<file path="src/rtl/tfs_pkg.sv">
// ----------------------------------------------------------------------------
// tfs_pkg
// Shared types and constants of the transfer function sampler.
// ----------------------------------------------------------------------------
`default_nettype none

package tfs_pkg;

  localparam int unsigned IsoW  = 16;  // control point iso width
  localparam int unsigned QW    = 17;  // clamped sample iso quotient
  localparam int unsigned NumW  = 48;  // divider numerator width
  localparam int unsigned DenW  = 34;  // divider denominator width
  localparam int unsigned CntW  = 6;   // divider step counter width
  localparam int unsigned ByteW = 8;

  typedef enum logic [1:0] {
    OP_COLOUR = 2'd0,
    OP_ALPHA  = 2'd1,
    OP_SAMPLE = 2'd2
  } opcode_e;

  typedef enum logic [1:0] {
    STAT_OK    = 2'd0,
    STAT_FULL  = 2'd1,
    STAT_EMPTY = 2'd2
  } status_e;

  typedef enum logic [1:0] {
    REG_RANGE_LOW    = 2'd0,
    REG_RANGE_HIGH   = 2'd1,
    REG_SAMPLE_COUNT = 2'd2
  } reg_idx_e;

  typedef enum logic [2:0] {
    S_IDLE,
    S_MUL,
    S_DIVS,
    S_SEL,
    S_PREP,
    S_LERP0,
    S_LERP
  } state_e;

  typedef struct packed {
    logic full;
    logic empty;
  } tbl_stat_t;

  // v + d, saturated to a byte
  function automatic logic [ByteW-1:0] lerp_sat(input logic [ByteW-1:0] v,
                                                 input logic signed [NumW-1:0] d);
    logic signed [NumW:0] s;
    s = $signed({{(NumW+1-ByteW){1'b0}}, v}) + $signed({d[NumW-1], d});
    if (s < 0) begin
      return '0;
    end else if (s > 255) begin
      return '1;
    end else begin
      return s[ByteW-1:0];
    end
  endfunction

endpackage

`default_nettype wire

</file>
<file path="src/rtl/tfs_div.sv">
// ----------------------------------------------------------------------------
// tfs_div
// Bit-serial floor divider: signed numerator, positive denominator.
// ----------------------------------------------------------------------------
`default_nettype none

module tfs_div (
  input  wire                                  clk_i,
  input  wire                                  rst_ni,
  input  wire                                  start_i,
  input  wire logic signed [tfs_pkg::NumW-1:0] num_i,
  input  wire logic [tfs_pkg::DenW-1:0]        den_i,
  output logic                                 done_o,
  output logic signed [tfs_pkg::NumW-1:0]      quo_o,
  output logic [tfs_pkg::DenW-1:0]             rem_o
);
  import tfs_pkg::*;

  logic            busy_q, done_q, neg_q;
  logic [CntW-1:0] cnt_q;
  logic [DenW-1:0] den_q, acc_q;
  logic [NumW-1:0] quo_q;
  logic [DenW:0]   trial;
  logic            fits, rnz;

  assign trial = {acc_q, quo_q[NumW-1]};
  assign fits  = (trial >= {1'b0, den_q});
  assign rnz   = (acc_q != '0);

  always_ff @(posedge clk_i or negedge rst_ni) begin
    if (!rst_ni) begin
      busy_q <= 1'b0;
      done_q <= 1'b0;
      cnt_q  <= '0;
    end else if (start_i) begin
      busy_q <= 1'b1;
      done_q <= 1'b0;
      cnt_q  <= '0;
    end else if (busy_q) begin
      cnt_q <= cnt_q + CntW'(1);
      if (cnt_q == CntW'(NumW - 1)) begin
        busy_q <= 1'b0;
        done_q <= 1'b1;
      end
    end
  end

  always_ff @(posedge clk_i) begin
    if (start_i) begin
      neg_q <= num_i[NumW-1];
      quo_q <= num_i[NumW-1] ? -num_i : num_i;
      acc_q <= '0;
      den_q <= den_i;
    end else if (busy_q) begin
      acc_q <= fits ? DenW'(trial - {1'b0, den_q}) : trial[DenW-1:0];
      quo_q <= {quo_q[NumW-2:0], fits};
    end
  end

  // round toward minus infinity for negative numerators
  always_comb begin
    if (neg_q && rnz) begin
      quo_o = $signed(~quo_q);
      rem_o = den_q - acc_q;
    end else if (neg_q) begin
      quo_o = $signed(-quo_q);
      rem_o = acc_q;
    end else begin
      quo_o = $signed(quo_q);
      rem_o = acc_q;
    end
  end

  assign done_o = done_q;

endmodule

`default_nettype wire
</file>
<file path="config.mk">
export PLATFORM = sky130hd
export DESIGN_NAME = tfs_div
export DESIGN_NICKNAME = d
export VERILOG_FILES = /design/src/rtl/tfs_pkg.sv /design/src/rtl/tfs_div.sv
export SDC_FILE = /design/constraint.sdc
export NUM_CORES = 1
export LEC_CHECK = 0
export BUFFER_PORTS_ARGS = -buffer_cell sky130_fd_sc_hd__buf_2
export CORE_ASPECT_RATIO = 0.9
export CORE_MARGIN = 5
export CORE_UTILIZATION = 60
export DETAILED_ROUTE_END_ITERATION = 12
export GPL_TIMING_DRIVEN = 0
export PLACE_DENSITY_LB_ADDON = 0.1
export SYNTH_ARGS = -nofsm -noshare
export SYNTH_HDL_FRONTEND = slang
export SYNTH_SLANG_ARGS = --single-unit
export TNS_END_PERCENT = 100
</file>
<file path="constraint.sdc">
create_clock -name clk_i -period 6.6 [get_ports clk_i]
set_input_delay 0.66 -clock clk_i [delete_from_list [all_inputs] [get_ports clk_i]]
set_output_delay 0.66 -clock clk_i [all_outputs]
set_load 0.05 [all_outputs]
</file>
After elaboration in Yosys (flattened, before gate mapping)
Index checks and enable logic that the tools add are counted. Widths: inputs -> output; s select.

Output and inout bits: 83. Word-level logic and storage cells: 35. Register bits after elaboration: 125. Bits of input ports: 85.

Equal/unequal tests: 1. Bitwise gates (word level): 1. Reduce and logical (&&, ||, !) cells: 5. Order comparisons: 1. Muxes and demuxes: 15. Add/subtract/negate cells: 5.

Operator list (count): $mux 48 (5); $neg 48->48 (2); $mux 34 (2); $sub 34x34->34 (2); $not 48->48 (1); $ge 35x34->1 (1); $reduce_bool 34->1 (1); $mux 6 (2); $add 6x1->6 const B (1); $eq 6x6->1 const B (1); $mux 1 (6); $reduce_bool 2->1 (2); $reduce_and 2->1 (1); $logic_and 1x1->1 (1).

Longest topological paths before layout
Gate-level depths: netlist of run 1.

Depth in word-level cells: 4. Depth in mapped cells: 14. Mapped depth without buffers: 13.

Worst setup path before layout of run 1
OpenSTA, ideal clock, no wires.

Kind: reg-to-output. Start: register quo_q[5]. End: output quo_o[38] (netlist name). Arrival: 3752 ps. Path buffers: 1. Data required time: 5940 ps. Stages on the path, launching flop included: 11. Slack: 2188 ps. Cells stage by stage: edfxtp_1 or3_4 or4_1 buf_2 or4_4 or4_4 nor3_2 nand2_2 o31ai_4 o21ai_0 xor2_1.

Cells in the longest elaborated chain, start to end: 3.

RTL lines: start, declared (line tfs_div.sv:22) `logic [NumW-1:0] quo_q;`; start signal, assigned (line tfs_div.sv:51) `quo_q <= num_i[NumW-1] ? -num_i : num_i;`; start signal, assigned (line tfs_div.sv:56) `quo_q <= {quo_q[NumW-2:0], fits};`; $neg 48->48 (line tfs_div.sv:66) `quo_o = $signed(-quo_q);`; $mux 48 (line tfs_div.sv:65) `end else if (neg_q) begin`; $mux 48 (line tfs_div.sv:62) `if (neg_q && rnz) begin`; end, declared (line tfs_div.sv:14) `output logic signed [tfs_pkg::NumW-1:0] quo_o,`.

No other way between the ends.

Worst setup path after layout of run 1
Start: register acc_q[24]. End: output quo_o[47] (netlist name).

Cells in the longest elaborated chain, start to end: 3.

RTL lines: start, declared (line tfs_div.sv:21) `logic [DenW-1:0] den_q, acc_q;`; start signal, assigned (line tfs_div.sv:55) `acc_q <= fits ? DenW'(trial - {1'b0, den_q}) : trial[DenW-1:0];`; $reduce_bool 34->1 (line tfs_div.sv:28) `assign rnz = (acc_q != '0);`; $logic_and 1x1->1 (line tfs_div.sv:62); $mux 48 (line tfs_div.sv:62).

No other way between the ends.

==> metrics.md, run 1 <==
| Metric | Value |
|---|---|
| Status | completed |
| Clock transition at path regs | 0.06 ns |
| Yosys top cell area share | 22.6% |
| Syn. warnings | 0 |
| Die W | 153 um |
| Power Dens Cells | 216 nW/um^2 |
| Final setup viols | 0 |
| Number of synthesized register bits | 125 |
| Syn Area/Cell | 8.14 sq um |
| Clock latency on the worst-skew pair | 0.43 ns |
| Overflow after GRT | 0 |
| Slew Viols, Final | 0 |
| Total internal power | 1.69 mW |
| Max Cap Viol | 0 |
| Worst vdd ir | 0.000191 V |
| Routed length on met2 | 15300 um |
| Post-CTS setup buffers | 0 |
| Clock Sinks | 125 |
| Reg-to-Reg End | acc_q[25] |
| CTS H-tree lvls | 4 |
| Origin of the critical flop-to-flop path | acc_q[20] |
| Initial cell density of the core | 60.6% |
| Post-synth EDFFs | 83 |
| Synthesized cell area | 11000 sq um |
| Worst Max-Slew Pin Slew | 1.03 ns |
| Sequential area share after synthesis | 30.5% |
| Die area | 21200 sq um |
| Final wirelength | 35000 um |
| Sequential Power Share | 35.4% |
| Final hold vios | 0 |
| DR WL/cell | 19.4 um |
| First-pass GRT wire length | 55800 um |
| Worst clock skew | 0.00931 ns |
| Crit. End Element | primary output |
| Combinational Power Share | 32.7% |
| Largest cells by area after synthesis | edfxtp_1, ha_1, xnor2_1 |
| Clock Power Share | 31.9% |
| Largest net degree at the start of global routing | 40 |
| RSZ-0062 raised after global routing | false |
| Fin crit period | 5.15 ns |
| Area grow syn2layout | 15.4% |
| TNS Setup | 0 ns |
| Critical Path Start Type | flop |
| Max clock buf depth | 2 |
| CP max-delay cell | nor4_1 |
| Post-CTS Resized | 0 |
| Via count | 11.2k |
| Core area | 18200 sq um |
| Crit share post-route | 78.0% |
| Worst R2R Path Depth | 12 |
| Crit-path cells | nor4_1 -> nand4_1 -> or4_1 -> clkbuf_1 -> nor2_1 -> nand3_1 -> nor4_2 -> nand2_1 -> o41ai_1 -> xnor2_1 -> buf_2 |
| Vias in the first global route | 10.7k |
| Required @ worst endpoint | 5.94 ns |
| Top Metal Used | met5 |
| Share of cells above drive strength 1 | 15.2% |
| Setup WS post-layout | 1.45 ns |
| Hold Crit Class | in2async |
| WP data arrival | 4.49 ns |
| IO Pins | 168 |
| CTS root buf | clkbuf_16 |
| Sw Pwr | 1.06 mW |
| F_max | 0.194 GHz |
| Post-cts hold buffer count | 0 |
| Antenna viol nets, final | 0 |
| RePlAce Congestion | 0.996 |
| # DRC | 0 |
| Initial antenna violation count | 2 |
| Fin nets | 1701 |
| Syn Nets | 1514 |
| Met3 wire length | 3650 um |
| Relative slew margins | 31.1% |
| Crit path kind | reg2out |
| DR vias/cell | 6.22 |
| CP Buf/Inv Count | 2 |
| # rows | 47 |
| Post-Synthesis Cells | 1357 |
| Die Y | 139 um |
| Stages on worst setup path | 11 |
| Top FF cell, synth | edfxtp_1 |
| Number of clock buffers inserted by TritonCTS | 17 |
| Initial DRC Count | 993 |
| Worst reg-to-reg setup slack | 2.54 ns |
| CTS tree | yes |
| Synth unique cells | 71 |
| PortBufs | 167 |
| Leak pwr | 5.16 nW |
| DP Worst Slack | 2.06 ns |
| Net Sw Frac | 38.4% |
| Crit Path Max Fanout | 9 |
| Delay of the slowest cell on the worst path | 0.62 ns |
| Gr usage total | 32.2% |
| Asr flop ratio synth | 6.40% |
| Cell family with most CP delay | simple AND/OR/NAND/NOR gates |
| Drt pass-1 iters | 6 |
| Met1 WL | 15000 um |
| DP Wirelength | 26600 um |
| Cell accounting for the most synthesized area | edfxtp_1 |
state kept, by name (all words and copies together), names as in the netlist:
signal / flops
cnt_q: 6
den_q: 34
done_o: 1
quo_q: 48
neg_q: 1
busy_q: 1
acc_q: 34
cell usage after synthesis (5+ instances only):
cell type and count:
o21bai_1 8, o21ai_0 108, o2111ai_1 8, o41ai_1 12, ha_1 70, nand3_1 22
or2_2 10, xnor2_1 86, nor2_1 115, or3_1 15, o211ai_1 7, edfxtp_1 83
a311oi_1 11, dfrtp_1 8, buf_1 5, a31oi_1 11, nand4_1 17, o21a_1 8
dfxtp_1 34, nor2b_1 8, or4_1 10, mux2_2 15, a21oi_1 115, nand2b_1 13
inv_1 93, nor3_1 27, clkbuf_1 58, o31ai_1 29, a211oi_1 24, nor4_1 21
nand2_1 132, xor2_1 65, nand3b_1 8, and3_1 7, mux2i_1 5, a21o_1 38
power by group through the flow:
stage	combinational [mW]	clock (mW)	sequential, mW
2_1_floorplan	0.664	0	0.967
3_3_place_gp	0.876	0	0.983
3_5_place_dp	0.886	0	0.986
4_1_cts	0.890	0.881	0.972
5_1_grt	0.957	0.917	0.982
6_report	0.898	0.876	0.974
cell type report:
cell class	count	area, sq um
Clock inverter	12	98.8
Inverter	93	349
Timing Repair Buffer	168	856
Antenna cell	1	2.50
Buffer	64	241
Tap cell	245	307
Clock buffer	20	437
Multi-Input combinational cell	1075	7090
Fill cell	1562	5480
Sequential cell	125	3370
worst max path at each step:
stage,startpoint,endpoint
6_report,acc_q[24],quo_o[47]
5_1_grt,acc_q[24],quo_o[47]
4_1_cts,acc_q[24],quo_o[47]
3_5_place_dp,acc_q[24],quo_o[47]
3_3_place_gp,acc_q[24],quo_o[47]
2_1_floorplan,quo_q[5],quo_o[38]
stage by stage:
stage               hold slack (ns)  util, %  cell area, sq um  cells  total power, mW
finish                       0.0647     69.9             12700   1803             2.75
global route                 0.0806     69.9             12700   1803             2.86
CTS                          0.0648     69.9             12700   1802             2.74
detailed placement            0.518     67.0             12200   1770             1.87
global placement              0.510     66.9             12200   1769             1.86
floorplan                     0.364        -             11000   1357             1.63
metal layers:
layer | track usage, % | vias up
li1 | - | 5334
met1 | 44.9 | 5179
met2 | 48.9 | 617
met3 | 7.83 | 87
met4 | 10.9 | 2
met5 | 0 | -
kinds of logic (layout without fill, tap and decap cells):
kind of cell,after synthesis,count (layout),synth area share (%)
other cells,0,1,0
buf+inv,157,357,5.34
xor+xnor,151,151,12.0
flops,125,125,30.5
simple gates,420,420,18.2
compound gates,412,412,23.7
mux,20,20,1.98
fa+ha+maj,72,72,8.29
placed cells by master, fill, tap and decap left out, drive strengths merged, types with 70 or more instances in the layout:
cell type / Yosys / routed
edfxtp: 83 / 83
o21ai: 108 / 108
xnor2: 86 / 86
inv: 93 / 94
a21oi: 115 / 115
buf: 6 / 174
nor2: 115 / 115
clkbuf: 58 / 78
ha: 70 / 70
nand2: 133 / 133
worst register-to-register path: stages (launching register included):
cell and delay (ns):
dfxtp_1 0.38, ha_1 0.30, clkbuf_1 0.31, nand4_1 0.23, nor4_1 0.66, nand4_1 0.24, o211ai_1 0.17, a21oi_1 0.07
o21ba_2 0.23, clkbuf_1 0.39, clkbuf_1 0.55, nand2_1 0.11, a311oi_1 0.31
Power figures use the tool's default switching activity.
==> run 2, diff against run 1 <==
CORE_UTILIZATION = 53   (was 60)
clock period = 4.4 ns   (was 6.6 ns; I/O delays follow)
==> run 2 against run 1 <==
Against the previous run:
- the flow now finishes with violations (setup timing)
- first-iteration DRC count is 13% higher
- wire length up 4.1%
- cell count rose by 1.3%
- clock power up 66%
- non-clock buffer count up 11
- power grew 57%
- register-to-register slack got worse by 2.3 ns
- sequential share of layout area down 0.75 points
- largest cell class unchanged
- largest power group unchanged
==> metrics.md, run 2 (synthesized netlist as in run 1, its figures left out) <==
| Metric | Value |
|---|---|
| RePlAce Congestion | 0.984 |
| Initial antenna violation count | 1 |
| Clock transition at path regs | 0.06 ns |
| Fillcell total | 1883 |
| CTS tree | yes |
| Die area | 23800 sq um |
| First-pass GRT wire length | 56600 um |
| Largest register FFs | 48 |
| Fin nets | 1712 |
| Final Non-Filler Cells | 1827 |
| Hold Crit Class | in2reg |
| Number of clock buffers inserted by TritonCTS | 17 |
| Largest registers | quo_q: 48 flops, acc_q: 34 flops, den_q: 34 flops |
| Critical Path Start Type | flop |
| # rows | 50 |
| Worst clock skew | 0.00726 ns |
| Initial cell density of the core | 53.5% |
| # DRC | 0 |
| Core area | 20600 sq um |
| Cell family with most CP delay | simple AND/OR/NAND/NOR gates |
| Crit-path cells | or3_4 -> or4_4 -> or4_4 -> or4_4 -> nor3_4 -> nand2_2 -> o31ai_4 -> o21ai_1 -> xor2_1 -> buf_4 |
| Overflow after GRT | 0 |
| Worst vdd ir | 0.000224 V |
| Fin crit period | 4.51 ns |
| Crit path kind | reg2out |
| Worst reg-to-reg setup slack | 0.29 ns |
| Worst Max-Slew Pin Slew | 1.12 ns |
| Crit Path Max Fanout | 5 |
| Final hold vios | 0 |
| Final wirelength | 36400 um |
| Most frequent cells in the layout | buf_2, nand2_1, nor2_1, a21oi_1, o21ai_0 |
| Top reg by flops | quo_q |
| DR vias/cell | 6.14 |
| DR WL/cell | 19.9 um |
| Power Dens Cells | 328 nW/um^2 |
| Via count | 11.2k |
| Origin of the critical flop-to-flop path | den_q[23] |
| Crit. End Element | primary output |
| Reg-to-Reg End | acc_q[18] |
| Leak pwr | 5.33 nW |
| Total power | 4.30 mW |
| Largest net degree at the start of global routing | 40 |
| CP max-delay cell | or4_4 |
| Die Y | 147 um |
| Hold path start | den_i[7] |
| RSZ-0062 raised after global routing | true |
| Final setup viols | 5 |
| Violations in the final reports | setup timing |
| CTS H-tree lvls | 4 |
| Antenna viol nets, final | 0 |
| Hold path endpoint | den_q[7] |
| ANT cells | 0 |
| IO Pins | 168 |
| Crit share post-route | 102% |
| DP Wirelength | 27200 um |
| Status | finished, violations left |
| Max Cap Viol | 0 |
| CP Buf/Inv Count | 1 |
| CTS root buf | clkbuf_16 |
| Most common cell after layout, fill and taps aside | buf_2 |
| Setup WS post-layout | -0.108 ns |
| Stages on worst setup path | 10 |
| PortBufs | 167 |
| Gr usage total | 29.5% |
| Clock Sinks | 125 |
| Slew Viols, Final | 0 |
| Vias in the first global route | 10.6k |
| Max clock buf depth | 2 |
| Area grow syn2layout | 18.8% |
| Hold Path Depth | 1 |
| Die W | 162 um |
| F_max | 0.222 GHz |
| Worst R2R Path Depth | 13 |
| Drt pass-1 iters | 5 |
| WP data arrival | 4.07 ns |
| Required @ worst endpoint | 3.96 ns |
| Share of cells above drive strength 1 | 17.7% |
| Clock latency on the worst-skew pair | 0.43 ns |
| Relative slew margins | 25.0% |
| Most numerous cell on the critical path | or4_4 |
| Placed Cells | 1785 |
| Delay of the slowest cell on the worst path | 0.56 ns |
| Initial DRC Count | 1118 |
==> run 2: where the power goes <==
part	switching, mW	leakage (nW)	internal [mW]
Clock	0.566	0.277	0.880
Combinational	0.957	3.84	0.439
Sequential	0.102	1.22	1.36
==> run 2: final cells by class <==
class	instances	area (sq um)	area share, %
Sequential cell	125	3370	25.7
Timing Repair Buffer	182	1000	7.65
Multi-Input combinational cell	1075	7260	55.3
Inverter	93	349	2.66
Clock buffer	18	429	3.27
Clock inverter	13	149	1.13
Buffer	61	231	1.76
Tap cell	260	325	2.48
==> run 2: how the worst max path moves through the flow <==
stage,slack [ns],from,to
after floorplan,0.21,quo_q[5],quo_o[38]
after global placement,0.11,quo_q[4],quo_o[46]
after detailed placement,0.11,quo_q[4],quo_o[46]
after CTS,-0.16,quo_q[4],quo_o[46]
after global routing,-0.17,quo_q[5],quo_o[34]
final,-0.11,quo_q[5],quo_o[38]
==> run 2: what timing repair did <==
action / in CTS / in global routing
endpoints found under the hold margin: 8 / 0
pin swaps: 7 / 8
setup endpoints to repair: 18 / 28
hold buffers: 1 / 0
gates resized for setup: 29 / 28
buffers inserted: 9 / 4
==> run 2: worst register-to-register path, delay by kind of cell, from the launching register on <==
kind,cells,cell delay [ns]
compound gates,4,0.71
fa+ha+maj,1,0.27
buf+inv,4,1.33
flops,1,0.38
simple gates,4,1.34
==> run 2: layer usage <==
layer,global-route usage (%),routed length (um),vias to the layer above
met5,0,15,-
met4,7.74,671,2
met3,7.15,3260,61
met2,44.9,16300,482
met1,42.2,16200,5337
li1,-,-,5328
==> run 2: stage by stage <==
| stage | setup TNS (ns) | hold slack [ns] | worst slack [ns] | util, % | cell area (sq um) |
|---|---|---|---|---|---|
| final | -0.388 | 0.180 | -0.108 | 63.6 | 13100 |
| after global routing | -0.668 | 0.170 | -0.166 | 63.6 | 13100 |
| after CTS | -0.445 | 0.174 | -0.158 | 62.9 | 13000 |
| after detailed placement | 0 | 0.293 | 0.114 | 59.2 | 12200 |
| after global placement | 0 | 0.292 | 0.111 | 59.1 | 12200 |
| after floorplan | 0 | 0.144 | 0.208 | - | 11000 |
